<file path="config.mk">
export PLATFORM = sky130hd
export DESIGN_NAME = sorted_record_duplicate_removal_flat
export DESIGN_NICKNAME = d
export VERILOG_FILES = /design/src/rtl/sdr_pkg.sv /design/src/rtl/sdr_if.sv /design/src/rtl/sdr_store.sv /design/src/rtl/sdr_judge.sv /design/src/rtl/sorted_record_duplicate_removal.sv /design/src/flat_wrapper.sv
export SDC_FILE = /design/constraint.sdc
export NUM_CORES = 2
export LEC_CHECK = 0
export ABC_AREA = 1
export BUFFER_PORTS_ARGS = -buffer_cell sky130_fd_sc_hd__buf_4
export CORE_MARGIN = 4
export CORE_UTILIZATION = 55
export CTS_BUF_LIST = sky130_fd_sc_hd__clkbuf_4 sky130_fd_sc_hd__clkbuf_8
export CTS_CLUSTER_DIAMETER = 200
export DETAILED_ROUTE_END_ITERATION = 8
export PLACE_DENSITY = 0.71
export SLEW_MARGIN = 40
export SYNTH_ARGS = -nofsm -noshare
export SYNTH_HDL_FRONTEND = slang
export SYNTH_SLANG_ARGS = --single-unit
</file>
<file path="constraint.sdc">
create_clock -name clk -period 16.72 [get_ports clk]
set_input_delay 1.672 -clock clk [delete_from_list [all_inputs] [get_ports clk]]
set_output_delay 1.672 -clock clk [all_outputs]
set_load 0.01 [all_outputs]
</file>
<file path="src/rtl/sdr_pkg.sv">
// Shared types and constants for the sorted record duplicate removal block.
`timescale 1ns / 1ps
`default_nettype none
package sdr_pkg;

  localparam int WORD_W  = 64;
  localparam int COUNT_W = 32;
  localparam int CFG_W   = 5;

  typedef logic [WORD_W-1:0]  word_t;
  typedef logic [COUNT_W-1:0] count_t;
  typedef logic [CFG_W-1:0]   cfg_t;

  localparam count_t COUNT_MAX = '1;
  localparam cfg_t   CFG_RESET = cfg_t'(1);

endpackage
`default_nettype wire

</file>
<file path="src/rtl/sdr_if.sv">
// Valid/ready channel interfaces for record words in and verdicts out.
`timescale 1ns / 1ps
`default_nettype none
interface sdr_in_if;
  logic          valid;
  logic          ready;
  sdr_pkg::word_t line_word;
  logic          dataset_start;

  modport source (output valid, output line_word, output dataset_start, input ready);
  modport sink   (input valid, input line_word, input dataset_start, output ready);
endinterface

interface sdr_out_if;
  logic            valid;
  logic            ready;
  logic            is_unique;
  sdr_pkg::count_t unique_count;
  sdr_pkg::count_t removed_count;

  modport source (output valid, output is_unique, output unique_count,
                  output removed_count, input ready);
  modport sink   (input valid, input is_unique, input unique_count,
                  input removed_count, output ready);
endinterface
`default_nettype wire

</file>
<file path="src/rtl/sdr_store.sv">
// Two-half record store: both halves read at one word position, one half written.
`timescale 1ns / 1ps
`default_nettype none
module sdr_store #(
  parameter int MAX_WORDS = 16,
  parameter int PW        = 4
) (
  input  wire logic           clk,
  input  wire logic           rd_en,
  input  wire logic [PW-1:0]  rd_addr,
  output sdr_pkg::word_t      rd0_data,
  output sdr_pkg::word_t      rd1_data,
  input  wire logic           wr_en,
  input  wire logic           wr_half,
  input  wire logic [PW-1:0]  wr_addr,
  input  wire sdr_pkg::word_t wr_data
);

  sdr_pkg::word_t mem0 [MAX_WORDS];
  sdr_pkg::word_t mem1 [MAX_WORDS];
  sdr_pkg::word_t rd0_r;
  sdr_pkg::word_t rd1_r;

  always_ff @(posedge clk) begin
    if (wr_en && !wr_half) begin
      mem0[wr_addr] <= wr_data;
    end
    if (wr_en && wr_half) begin
      mem1[wr_addr] <= wr_data;
    end
  end

  always_ff @(posedge clk) begin
    if (rd_en) begin
      rd0_r <= mem0[rd_addr];
      rd1_r <= mem1[rd_addr];
    end
  end

  assign rd0_data = rd0_r;
  assign rd1_data = rd1_r;

endmodule
`default_nettype wire

</file>
<file path="src/rtl/sdr_judge.sv">
// Compare stage: word compare against the kept record, record verdict and counts.
`timescale 1ns / 1ps
`default_nettype none
module sdr_judge #(
  parameter int PW = 4
) (
  input  wire logic          clk,
  input  wire logic          rst_n,
  // stage entry from the address stage
  input  wire logic          s0_fire,
  input  wire sdr_pkg::word_t s0_word,
  input  wire logic [PW-1:0] s0_pos,
  input  wire logic          s0_start,
  input  wire logic          s0_last,
  output logic               s1_free,
  // store access
  input  wire sdr_pkg::word_t rd0_data,
  input  wire sdr_pkg::word_t rd1_data,
  output logic               wr_en,
  output logic               wr_half,
  output logic [PW-1:0]      wr_addr,
  output sdr_pkg::word_t     wr_data,
  // results
  sdr_out_if.source          out_ch
);

  logic            s1_valid_r;
  sdr_pkg::word_t  s1_word_r;
  logic [PW-1:0]   s1_pos_r;
  logic            s1_start_r;
  logic            s1_last_r;

  logic            fwd_valid_r;
  logic            fwd_half_r;
  logic [PW-1:0]   fwd_pos_r;
  sdr_pkg::word_t  fwd_data_r;

  logic            kept_half_r, kept_half_nxt;
  logic            have_prev_r, have_prev_nxt;
  logic            differs_r, differs_nxt;
  sdr_pkg::count_t kept_r, kept_nxt;
  sdr_pkg::count_t dropped_r, dropped_nxt;

  logic            out_valid_r;
  logic            out_unique_r;
  sdr_pkg::count_t out_kept_r;
  sdr_pkg::count_t out_dropped_r;

  logic            out_free;
  logic            s1_fire;
  logic            hp;
  logic            ds;
  sdr_pkg::count_t kt;
  sdr_pkg::count_t dt;
  sdr_pkg::word_t  kept_word;
  logic            ds_all;
  logic            unique_rec;

  assign out_free = !out_valid_r || out_ch.ready;
  assign s1_fire  = s1_valid_r && (!s1_last_r || out_free);
  assign s1_free  = !s1_valid_r || s1_fire;

  // stage register
  always_ff @(posedge clk) begin
    if (!rst_n) begin
      s1_valid_r <= 1'b0;
    end else if (s1_free) begin
      s1_valid_r <= s0_fire;
    end
  end

  always_ff @(posedge clk) begin
    if (s0_fire) begin
      s1_word_r  <= s0_word;
      s1_pos_r   <= s0_pos;
      s1_start_r <= s0_start;
      s1_last_r  <= s0_last;
    end
  end

  // capture a write that lands in the same cycle as the read of the next word
  always_ff @(posedge clk) begin
    if (!rst_n) begin
      fwd_valid_r <= 1'b0;
    end else if (s0_fire) begin
      fwd_valid_r <= s1_fire;
    end
  end

  always_ff @(posedge clk) begin
    if (s0_fire) begin
      fwd_half_r <= wr_half;
      fwd_pos_r  <= wr_addr;
      fwd_data_r <= wr_data;
    end
  end

  always_comb begin
    hp = s1_start_r ? 1'b0 : have_prev_r;
    ds = s1_start_r ? 1'b0 : differs_r;
    kt = s1_start_r ? '0 : kept_r;
    dt = s1_start_r ? '0 : dropped_r;

    kept_word = kept_half_r ? rd1_data : rd0_data;
    if (fwd_valid_r && (fwd_half_r == kept_half_r) && (fwd_pos_r == s1_pos_r)) begin
      kept_word = fwd_data_r;
    end

    ds_all     = ds || (hp && (kept_word != s1_word_r));
    unique_rec = !hp || ds_all;

    kept_half_nxt = kept_half_r;
    have_prev_nxt = hp;
    differs_nxt   = ds_all;
    kept_nxt      = kt;
    dropped_nxt   = dt;
    if (s1_last_r) begin
      differs_nxt = 1'b0;
      if (unique_rec) begin
        kept_half_nxt = !kept_half_r;
        have_prev_nxt = 1'b1;
        kept_nxt      = (kt == sdr_pkg::COUNT_MAX) ? kt : kt + 1'b1;
      end else begin
        dropped_nxt   = (dt == sdr_pkg::COUNT_MAX) ? dt : dt + 1'b1;
      end
    end
  end

  assign wr_en   = s1_fire;
  assign wr_half = !kept_half_r;
  assign wr_addr = s1_pos_r;
  assign wr_data = s1_word_r;

  always_ff @(posedge clk) begin
    if (!rst_n) begin
      kept_half_r <= 1'b0;
      have_prev_r <= 1'b0;
      differs_r   <= 1'b0;
      kept_r      <= '0;
      dropped_r   <= '0;
    end else if (s1_fire) begin
      kept_half_r <= kept_half_nxt;
      have_prev_r <= have_prev_nxt;
      differs_r   <= differs_nxt;
      kept_r      <= kept_nxt;
      dropped_r   <= dropped_nxt;
    end
  end

  // output register
  always_ff @(posedge clk) begin
    if (!rst_n) begin
      out_valid_r <= 1'b0;
    end else if (out_free) begin
      out_valid_r <= s1_fire && s1_last_r;
    end
  end

  always_ff @(posedge clk) begin
    if (s1_fire && s1_last_r) begin
      out_unique_r  <= unique_rec;
      out_kept_r    <= kept_nxt;
      out_dropped_r <= dropped_nxt;
    end
  end

  assign out_ch.valid         = out_valid_r;
  assign out_ch.is_unique     = out_unique_r;
  assign out_ch.unique_count  = out_kept_r;
  assign out_ch.removed_count = out_dropped_r;

  a_last_gives_result: assert property (@(posedge clk) disable iff (!rst_n)
    s1_fire && s1_last_r |=> out_valid_r)
    else $error("record end did not raise a result");

  a_no_overwrite: assert property (@(posedge clk) disable iff (!rst_n)
    out_valid_r && !out_ch.ready |-> !(s1_fire && s1_last_r))
    else $error("held result overwritten");

  a_diff_needs_prev: assert property (@(posedge clk) disable iff (!rst_n)
    !have_prev_r |-> !differs_r)
    else $error("difference flagged with no kept record");

  a_flip_on_unique: assert property (@(posedge clk) disable iff (!rst_n)
    kept_half_r != $past(kept_half_r) |-> out_valid_r && out_unique_r)
    else $error("kept half changed without a unique record");

endmodule
`default_nettype wire

</file>
<file path="src/rtl/sorted_record_duplicate_removal.sv">
// Top level: word position tracking, record store and compare stage.
//
// Usage: record words arrive on in_ch, one 64-bit word per transfer, records
// back to back; dataset_start marks the first word of a dataset and clears
// the counts. cfg_we/cfg_wdata set the record length in words (0 acts as 1,
// above MAX_WORDS acts as MAX_WORDS); write it only while the block is idle.
// One verdict per record leaves on out_ch: is_unique plus saturating kept
// and removed counts. The first record of a dataset is always kept.
// Throughput: one word per cycle, unless a held verdict stalls a record's
// last word; set by the single read port of each store half, which is read
// once per word at the word's position. The last word's transfer issues its
// read; the compare stage then loads the verdict into the output register.
// Reset: synchronous, active low; clears counts, position and the kept
// half pointer. Store contents are not cleared and need no clearing pass.
// Stall: while out_ch holds a verdict, words of the next record still flow;
// its last word waits in the compare stage and in_ch.ready drops until
// out_ch takes the held verdict.
`timescale 1ns / 1ps
`default_nettype none
module sorted_record_duplicate_removal #(
  parameter int MAX_WORDS = 16
) (
  input  wire logic          clk,
  input  wire logic          rst_n,
  input  wire logic          cfg_we,
  input  wire sdr_pkg::cfg_t cfg_wdata,
  sdr_in_if.sink             in_ch,
  sdr_out_if.source          out_ch
);

  localparam int PW  = (MAX_WORDS > 1) ? $clog2(MAX_WORDS) : 1;
  localparam int LB  = $clog2(MAX_WORDS + 1);
  localparam int LW  = ((LB > sdr_pkg::CFG_W) ? LB : sdr_pkg::CFG_W) + 1;

  sdr_pkg::cfg_t  cfg_r;
  logic [PW-1:0]  wp_r, wp_nxt;
  logic [LW-1:0]  len;
  logic [LW-1:0]  cfg_ext;
  logic [LW-1:0]  pos_inc;
  logic [PW-1:0]  pos;
  logic           last;
  logic           s0_fire;
  logic           s1_free;

  sdr_pkg::word_t rd0_data;
  sdr_pkg::word_t rd1_data;
  logic           wr_en;
  logic           wr_half;
  logic [PW-1:0]  wr_addr;
  sdr_pkg::word_t wr_data;

  always_ff @(posedge clk) begin
    if (!rst_n) begin
      cfg_r <= sdr_pkg::CFG_RESET;
    end else if (cfg_we) begin
      cfg_r <= cfg_wdata;
    end
  end

  always_comb begin
    cfg_ext = LW'(cfg_r);
    if (cfg_r == '0) begin
      len = LW'(1);
    end else if (cfg_ext > LW'(MAX_WORDS)) begin
      len = LW'(MAX_WORDS);
    end else begin
      len = cfg_ext;
    end
    pos     = in_ch.dataset_start ? '0 : wp_r;
    pos_inc = LW'(pos) + LW'(1);
    last    = (pos_inc >= len);
    wp_nxt  = last ? '0 : PW'(pos_inc);
  end

  assign in_ch.ready = s1_free;
  assign s0_fire     = in_ch.valid && s1_free;

  always_ff @(posedge clk) begin
    if (!rst_n) begin
      wp_r <= '0;
    end else if (s0_fire) begin
      wp_r <= wp_nxt;
    end
  end

  sdr_store #(
    .MAX_WORDS (MAX_WORDS),
    .PW        (PW)
  ) u_store (
    .clk      (clk),
    .rd_en    (s0_fire),
    .rd_addr  (pos),
    .rd0_data (rd0_data),
    .rd1_data (rd1_data),
    .wr_en    (wr_en),
    .wr_half  (wr_half),
    .wr_addr  (wr_addr),
    .wr_data  (wr_data)
  );

  sdr_judge #(
    .PW (PW)
  ) u_judge (
    .clk      (clk),
    .rst_n    (rst_n),
    .s0_fire  (s0_fire),
    .s0_word  (in_ch.line_word),
    .s0_pos   (pos),
    .s0_start (in_ch.dataset_start),
    .s0_last  (last),
    .s1_free  (s1_free),
    .rd0_data (rd0_data),
    .rd1_data (rd1_data),
    .wr_en    (wr_en),
    .wr_half  (wr_half),
    .wr_addr  (wr_addr),
    .wr_data  (wr_data),
    .out_ch   (out_ch)
  );

endmodule
`default_nettype wire
</file>
<file path="src/flat_wrapper.sv">
// flat-port wrapper written by rule: the top's interface ports become plain ports
module sorted_record_duplicate_removal_flat 
#(
  parameter int MAX_WORDS = 16
)
  (clk, rst_n, cfg_we, cfg_wdata, in_ch_valid, in_ch_line_word, in_ch_dataset_start, in_ch_ready, out_ch_valid, out_ch_is_unique, out_ch_unique_count, out_ch_removed_count, out_ch_ready);
  sdr_in_if in_ch_i ();
  sdr_out_if out_ch_i ();
  input  wire logic clk;
  input  wire logic rst_n;
  input  wire logic cfg_we;
  input  wire sdr_pkg::cfg_t cfg_wdata;
  input wire logic [$bits(in_ch_i.valid)-1:0] in_ch_valid;
  input wire logic [$bits(in_ch_i.line_word)-1:0] in_ch_line_word;
  input wire logic [$bits(in_ch_i.dataset_start)-1:0] in_ch_dataset_start;
  output wire logic [$bits(in_ch_i.ready)-1:0] in_ch_ready;
  output wire logic [$bits(out_ch_i.valid)-1:0] out_ch_valid;
  output wire logic [$bits(out_ch_i.is_unique)-1:0] out_ch_is_unique;
  output wire logic [$bits(out_ch_i.unique_count)-1:0] out_ch_unique_count;
  output wire logic [$bits(out_ch_i.removed_count)-1:0] out_ch_removed_count;
  input wire logic [$bits(out_ch_i.ready)-1:0] out_ch_ready;
  assign in_ch_i.valid = in_ch_valid;
  assign in_ch_i.line_word = in_ch_line_word;
  assign in_ch_i.dataset_start = in_ch_dataset_start;
  assign in_ch_ready = in_ch_i.ready;
  assign out_ch_valid = out_ch_i.valid;
  assign out_ch_is_unique = out_ch_i.is_unique;
  assign out_ch_unique_count = out_ch_i.unique_count;
  assign out_ch_removed_count = out_ch_i.removed_count;
  assign out_ch_i.ready = out_ch_ready;
  sorted_record_duplicate_removal #(.MAX_WORDS(MAX_WORDS)) u_core (.clk(clk), .rst_n(rst_n), .cfg_we(cfg_we), .cfg_wdata(cfg_wdata), .in_ch(in_ch_i), .out_ch(out_ch_i));
endmodule
</file>
After elaboration in Yosys (flattened, before gate mapping)
Memory sizes are Yosys's and may differ from the RTL's. A register that Yosys moved wholly into a read port is not among the register bits.
Cells that the tools add are included.
{"block": "totals", "mem_count": 2, "output_inout_bits": 67, "mem_bits_rw": 2048, "latchBits": 0, "reg_bits": 283, "mem_bits_ro": 0, "elab_cells": 75}
{"block": "op_classes", "div_mod_pow": 0, "order_cmp": 2, "mux": 23, "reduce_logical": 20, "mul": 0, "shifts": 0, "n_bitwise": 0, "addsub": 3, "n_eq_ne": 5}
{"memory": "u_core.u_store.mem0", "depth": 16, "word_bits": 64, "read_ports": 1, "rd_ports_with_merged_regs": 1, "write_ports": 1, "line": "sdr_store.sv:19", "source": "sdr_pkg::word_t mem0 [MAX_WORDS];"}
{"memory": "u_core.u_store.mem1", "depth": 16, "word_bits": 64, "read_ports": 1, "rd_ports_with_merged_regs": 1, "write_ports": 1, "line": "sdr_store.sv:20", "source": "sdr_pkg::word_t mem1 [MAX_WORDS];"}
{"op": "$mux 32", "n": 8}
{"op": "$mux 64", "n": 2}
{"op": "$add 32x1->32 const B", "n": 2}
{"op": "$eq 32x32->1 const B", "n": 2}
{"op": "$ne 64x64->1", "n": 1}
{"op": "$mux 1", "n": 9}
{"op": "$logic_and 1x1->1", "n": 8}
{"op": "$mux 4", "n": 2}
{"op": "$ge 6x6->1", "n": 1}
{"op": "$mux 6", "n": 1}
{"op": "$add 4x1->5 const B", "n": 1}
{"op": "$gt 5x5->1 const B", "n": 1}
{"op": "$logic_not 1->1", "n": 5}
{"op": "$logic_not 5->1", "n": 1}
{"op": "$logic_or 1x1->1", "n": 5}
{"op": "$mux 5", "n": 1}
{"op": "$eq 4x4->1", "n": 1}
{"op": "$reduce_and 3->1", "n": 1}
{"op": "$eq 1x1->1", "n": 1}

Longest topological paths before layout
{"block": "depth", "depth_word": 10, "ltp_mapped": 25, "depth_no_buf": 22}

Hierarchy
From an unflattened synthesis, not the netlist that was laid out.
{"block": "unflattened", "hier_cells": 10229, "hier_area_um2": 105957.9}
{"module": "sdr_store", "cells_each": 7775, "area_each_um2": 88728.8, "n_inst": 1}
{"module": "sdr_judge", "cells_each": 2367, "area_each_um2": 16619.7, "n_inst": 1}
{"module": "sorted_record_duplicate_removal", "cells_each": 87, "area_each_um2": 609.3, "n_inst": 1}

Worst setup path before layout
OpenSTA, ideal clock, no wires.
{"block": "synth_timing", "kind": "input -> register", "start": "input out_ch_ready", "end": "register u_core.wp_r[0]", "setup_time_ps": 160, "cell_stages": 6, "arrival_time_ps": 7796, "slack_ps": 8764, "path_cell_list": "nor2_1 > nand3_1 > nand2_1 > inv_1 > o21ai_0 > a21oi_1"}
{"block": "synth_via", "elab_chain_len": 5}
{"element": "start, declared", "line": "flat_wrapper.sv:21", "source": "input wire logic [$bits(out_ch_i.ready)-1:0] out_ch_ready;"}
{"element": "$logic_or 1x1->1", "line": "sdr_judge.sv:59", "source": "assign out_free = !out_valid_r || out_ch.ready;"}
{"element": "$logic_or 1x1->1", "line": "sdr_judge.sv:60", "source": "assign s1_fire = s1_valid_r && (!s1_last_r || out_free);"}
{"element": "$logic_and 1x1->1", "line": "sdr_judge.sv:60"}
{"element": "$logic_or 1x1->1", "line": "sdr_judge.sv:61", "source": "assign s1_free = !s1_valid_r || s1_fire;"}
{"element": "via in_ch_ready", "line": "flat_wrapper.sv:16", "source": "output wire logic [$bits(in_ch_i.ready)-1:0] in_ch_ready;"}
{"element": "$logic_and 1x1->1", "line": "sorted_record_duplicate_removal.sv:76", "source": "assign s0_fire = in_ch.valid && s1_free;"}
{"element": "via u_core.s0_fire", "line": "sorted_record_duplicate_removal.sv:42", "source": "logic s0_fire;"}
{"element": "end signal, assigned", "line": "sorted_record_duplicate_removal.sv:82", "source": "wp_r <= wp_nxt;"}
{"element": "end, declared", "line": "sorted_record_duplicate_removal.sv:36", "source": "logic [PW-1:0] wp_r, wp_nxt;"}
The timed path passes the listed nets, and every way through them passes these cells.
A chain may end at the register's enable or synchronous reset.

Final worst setup path
{"block": "layout_timing", "start": "register u_core.u_judge.kept_half_r", "end": "register u_core.u_judge.out_dropped_r[31] (netlist: u_core.u_judge.out_ch.removed_count[31]) (data pin)"}
{"block": "layout_via", "elab_chain_len": 10, "word_cells_on_any_way": 11, "classes_between": "eq/ne: 2; mux: 4; reduce/logical: 5"}
{"element": "start, declared", "line": "sdr_judge.sv:38", "source": "logic kept_half_r, kept_half_nxt;"}
{"element": "start signal, assigned", "line": "sdr_judge.sv:142", "source": "kept_half_r <= kept_half_nxt;"}
{"element": "$eq 1x1->1", "line": "sdr_judge.sv:105", "source": "if (fwd_valid_r && (fwd_half_r == kept_half_r) && (fwd_pos_r == s1_pos_r)) begin"}
{"element": "$logic_and 1x1->1 (2 in series)", "line": "sdr_judge.sv:105"}
{"element": "$mux 64 *", "line": "sdr_judge.sv:105"}
{"element": "$ne 64x64->1 *", "line": "sdr_judge.sv:109", "source": "ds_all = ds || (hp && (kept_word != s1_word_r));"}
{"element": "$logic_and 1x1->1 *", "line": "sdr_judge.sv:109"}
{"element": "$logic_or 1x1->1 *", "line": "sdr_judge.sv:109"}
{"element": "$logic_or 1x1->1 *", "line": "sdr_judge.sv:110", "source": "unique_rec = !hp || ds_all;"}
{"element": "$mux 32 *", "line": "sdr_judge.sv:119", "source": "if (unique_rec) begin"}
{"element": "$mux 32 *", "line": "sdr_judge.sv:117", "source": "if (s1_last_r) begin"}
{"element": "via u_core.u_judge.dropped_nxt[31]", "line": "sdr_judge.sv:42", "source": "sdr_pkg::count_t dropped_r, dropped_nxt;"}
{"element": "end signal, assigned", "line": "sdr_judge.sv:163", "source": "out_dropped_r <= dropped_nxt;"}
{"element": "end, declared", "line": "sdr_judge.sv:47", "source": "sdr_pkg::count_t out_dropped_r;"}
The timed path passes the listed nets; every way through them passes the cells marked *.

==> impl_metrics.toml <==
[clocking]
clock_latency_ns = 1.09
cts.sinks = 2459
cts_setup_buffers = 0
htree_levels = 5
cts_tree = "yes"
cts_buffers = 404
cts_buffer_depth = 4
cts-root-buf = "clkbuf_8"
postCtsHoldBufs = 0
clk_pin_slew_ns = 0.06
ctsResizeCount = 0

[detailed_routing]
routed-via-count = 68900
antenna_left = 0
dr.first_iter.drc_count = 9886
routedWlPerCell_um = 25.7
first_pass_iters = 7
vias_per_cell = 6.33
route.detailed.drc = 0
drt_wl_total_um = 280000

[grt]
antenna_found_initial = 5
grt_use_total_pct = 29.1
grt_overflow_total = 0
grt_first_pass_wirelength_um = 410000
grt_pass1_vias = 65400
grt_max_degree = 176

[synthesis]
ys_seq_area_share_pct = 73.4
syn-num-nets = 8090
synth_cell_type_count = 41
synth-edff-count = 2380
synth-seq-cells = 2459
netlist_area_sq_um = 99500
synth_cells = 8007
syn_avg_cell_area_sq_um = 12.4
yosys_warnings = 0
synth-main-ff-cell = "edfxtp_1"
synth-async-reset-ratio_pct = 0

[timing]
hold_viol = 0
fin_crit_sh_pct = 34.0
fin_skew_ns = 0.113
max_slew_margin_pct = 35.4
worst-slew-pin-transition_ns = 0.970
fmax_ghz = 0.176
layout_setup_ws_ns = 11.04
timing.final.crit_period_ns = 5.68
slew_viol_final = 0
tns_ns = 0
rsz0062_at_grt = "false"
setup_violations = 0

[floorplanning]
die_h_um = 433
start_util_pct = 55.5
fp.dieW_um = 433
pin_count = 142
core_sq_um = 179000
die-area_sq_um = 188000
core.rowCount = 155

[setup_path]
critPathArrivalTime_ns = 6.44
r2r-start = "u_core.u_judge.kept_half_r$_SDFFE_PN0P_"
path_cells = "inv_2 > buf_4 > nand2_1 > nand2_1 > nand2_1 > nor2_4 > buf_4 > nand3_1 > nand2_1 > nand2_1 > nand2_1 > nand4_1 > nor2_1 > nand2_1 > nor2_1 > nand4_4 > buf_6 > inv_2 > nand3_1 > nand2_1 > inv_1"
crit_slowest_cell = "buf_4"
cp_max_fo = 89
rr_endpoint = "u_core.u_judge.out_ch.removed_count[31]$_DFFE_PP_"
crit_family = "simple AND/OR/NAND/NOR gates"
critPathLaunch = "u_core.u_judge.kept_half_r$_SDFFE_PN0P_"
cp-endpoint = "u_core.u_judge.out_ch.removed_count[31]$_DFFE_PP_"
startpoint_type = "flop"
cpMostUsedCell = "nand2_1"
cp_num_buf_inv = 6
cpPeakStageDelay_ns = 0.73
ff2ff_path_depth = 21
required_ns = 17.48
crit_type = "flop to flop"
cp-end-kind = "flop"
cp_num_cells = 21
r2r_setup_slack_ns = 11.04

[finish]
drive_gt1_share_pct = 11.9
area_growth_pct = 12.1
nNetsFinal = 8321

[min_path]
hp-class = "flop to flop"
hold_start = "u_core.u_judge.differs_r$_SDFFE_PN0P_"

[placed_design]
io_buffers = 141
place_congestion = 0.924
dp_slack_ns = 10.68
hpwl_um = 142000

[status]
status = "finished, final reports clean"

[power_and_ir_drop]
ir_drop_mv = 0.0785
power_density_nw_per_um2 = 115
p_leak_nw = 38.0

[run]
max-cap-violations = 0
through the flow:
step           utilization (%)  instances  hold WS (ns)  power [mW]  area, sq um
6_report                  62.2      10900         0.473        12.8       111000
5_1_grt                   62.2      10900         0.500        13.3       111000
4_1_cts                   62.2      10900         0.475        12.9       111000
3_5_place_dp              57.9      10200         0.467        7.92       104000
3_3_place_gp              57.6      10200         0.459        7.89       103000
2_1_floorplan                -       8007         0.441        7.59        99500
power by group:
part	switching [mW]	internal (mW)
clock	2.30	2.73
sequential	0.0377	6.87
combinational	0.673	0.235
metal layers:
layer  routed length (um)  vias to the layer above  track usage, %
met3                32200                      726            5.22
met1               107000                    33600            40.4
li1                     -                    30000               -
met4                11400                        4            12.5
met2               130000                     4569            45.8
met5                   21                        -               0
cells in the final DEF, fill, tap and decap left out, drive strengths merged, types with 128 or more instances in the layout:
cell	count
inv	421
o221ai	131
o211ai	199
nor2	1066
nand2	971
o21ai	1020
clkbuf	542
o22ai	314
nand3	297
a21oi	228
buf	352
edfxtp	2380
clkinv	128
kinds of logic after synthesis:
kind of cell | share of synthesized area [%]
mux | 0.0113
flops | 73.4
simple gates | 10.5
compound gates | 12.2
fa+ha+maj | 0.101
buf+inv | 3.63
xor+xnor | 0.0881
Yosys cell counts (2+ instances only):
cell type | number | share of area, %
nand4_1 | 73 | 0.46
buf_1 | 50 | 0.19
o211ai_1 | 199 | 1.5
inv_1 | 407 | 1.5
nor3_1 | 32 | 0.16
xor2_1 | 10 | 0.088
a31oi_1 | 13 | 0.082
nor3_2 | 2 | 0.020
dfxtp_1 | 79 | 1.6
inv_2 | 9 | 0.034
nor2_4 | 3 | 0.034
or2_2 | 6 | 0.038
a221oi_1 | 24 | 0.21
a21oi_1 | 228 | 1.1
or4_1 | 2 | 0.015
nand3_1 | 296 | 1.5
and2_1 | 2 | 0.013
o221ai_1 | 131 | 1.2
nand2_1 | 971 | 3.7
a221o_1 | 24 | 0.24
ha_1 | 8 | 0.10
o21ai_1 | 9 | 0.045
nor4_1 | 11 | 0.069
clkbuf_1 | 432 | 1.6
nand3b_1 | 62 | 0.47
edfxtp_1 | 2380 | 72
a22oi_1 | 103 | 0.78
o22ai_1 | 314 | 2.0
buf_2 | 41 | 0.21
nor2_1 | 1063 | 4.0
o21ai_0 | 1011 | 5.1
buf_4 | 3 | 0.023
worst min path at each step:
stage	slack, ns	endpoint	depth (start not counted)
floorplan	0.44	u_core.u_judge.fwd_valid_r$_SDFFE_PN0P_	2
global placement	0.46	u_core.u_judge.differs_r$_SDFFE_PN0P_	2
detailed placement	0.47	u_core.u_judge.fwd_valid_r$_SDFFE_PN0P_	2
CTS	0.48	u_core.u_judge.differs_r$_SDFFE_PN0P_	2
global route	0.50	u_core.u_judge.fwd_valid_r$_SDFFE_PN0P_	2
finish	0.47	u_core.u_judge.differs_r$_SDFFE_PN0P_	2
flip-flops by register name, indices dropped and copies added, names as in the netlist, 4 cells and up:
register / flops
u_core.cfg_r: 5
u_core.u_judge.dropped_r: 32
u_core.u_judge.fwd_data_r: 64
u_core.u_judge.fwd_pos_r: 4
u_core.u_judge.kept_r: 32
u_core.u_judge.out_ch.removed_count: 32
u_core.u_judge.out_ch.unique_count: 32
u_core.u_judge.wr_addr: 4
u_core.u_judge.wr_data: 64
u_core.u_store.mem0: 1024
u_core.u_store.mem1: 1024
u_core.u_store.rd0_data: 64
u_core.u_store.rd1_data: 64
u_core.wp_r: 4
area by class of cell:
type | instances | area, sq um
Clock buffer | 542 | 6640
Inverter | 417 | 1610
Multi-Input combinational cell | 4604 | 23100
Antenna cell | 3 | 7.51
Fill cell | 13300 | 67700
Tap cell | 2355 | 2950
Sequential cell | 2459 | 73100
Clock inverter | 146 | 930
Timing Repair Buffer | 352 | 3200
worst register-to-register path, stage by stage, from the launching register on:
cell	delay, ns
dfxtp_4	0.51
inv_2	0.11
buf_4	0.58
nand2_1	0.18
nand2_1	0.10
nand2_1	0.09
nor2_4	0.34
buf_4	0.74
nand3_1	0.24
nand2_1	0.12
nand2_1	0.05
nand2_1	0.27
nand4_1	0.31
nor2_1	0.18
nand2_1	0.07
nor2_1	0.54
nand4_4	0.13
buf_6	0.34
inv_2	0.27
nand3_1	0.10
nand2_1	0.11
inv_1	0.05
(Power assumes the default switching activity.)
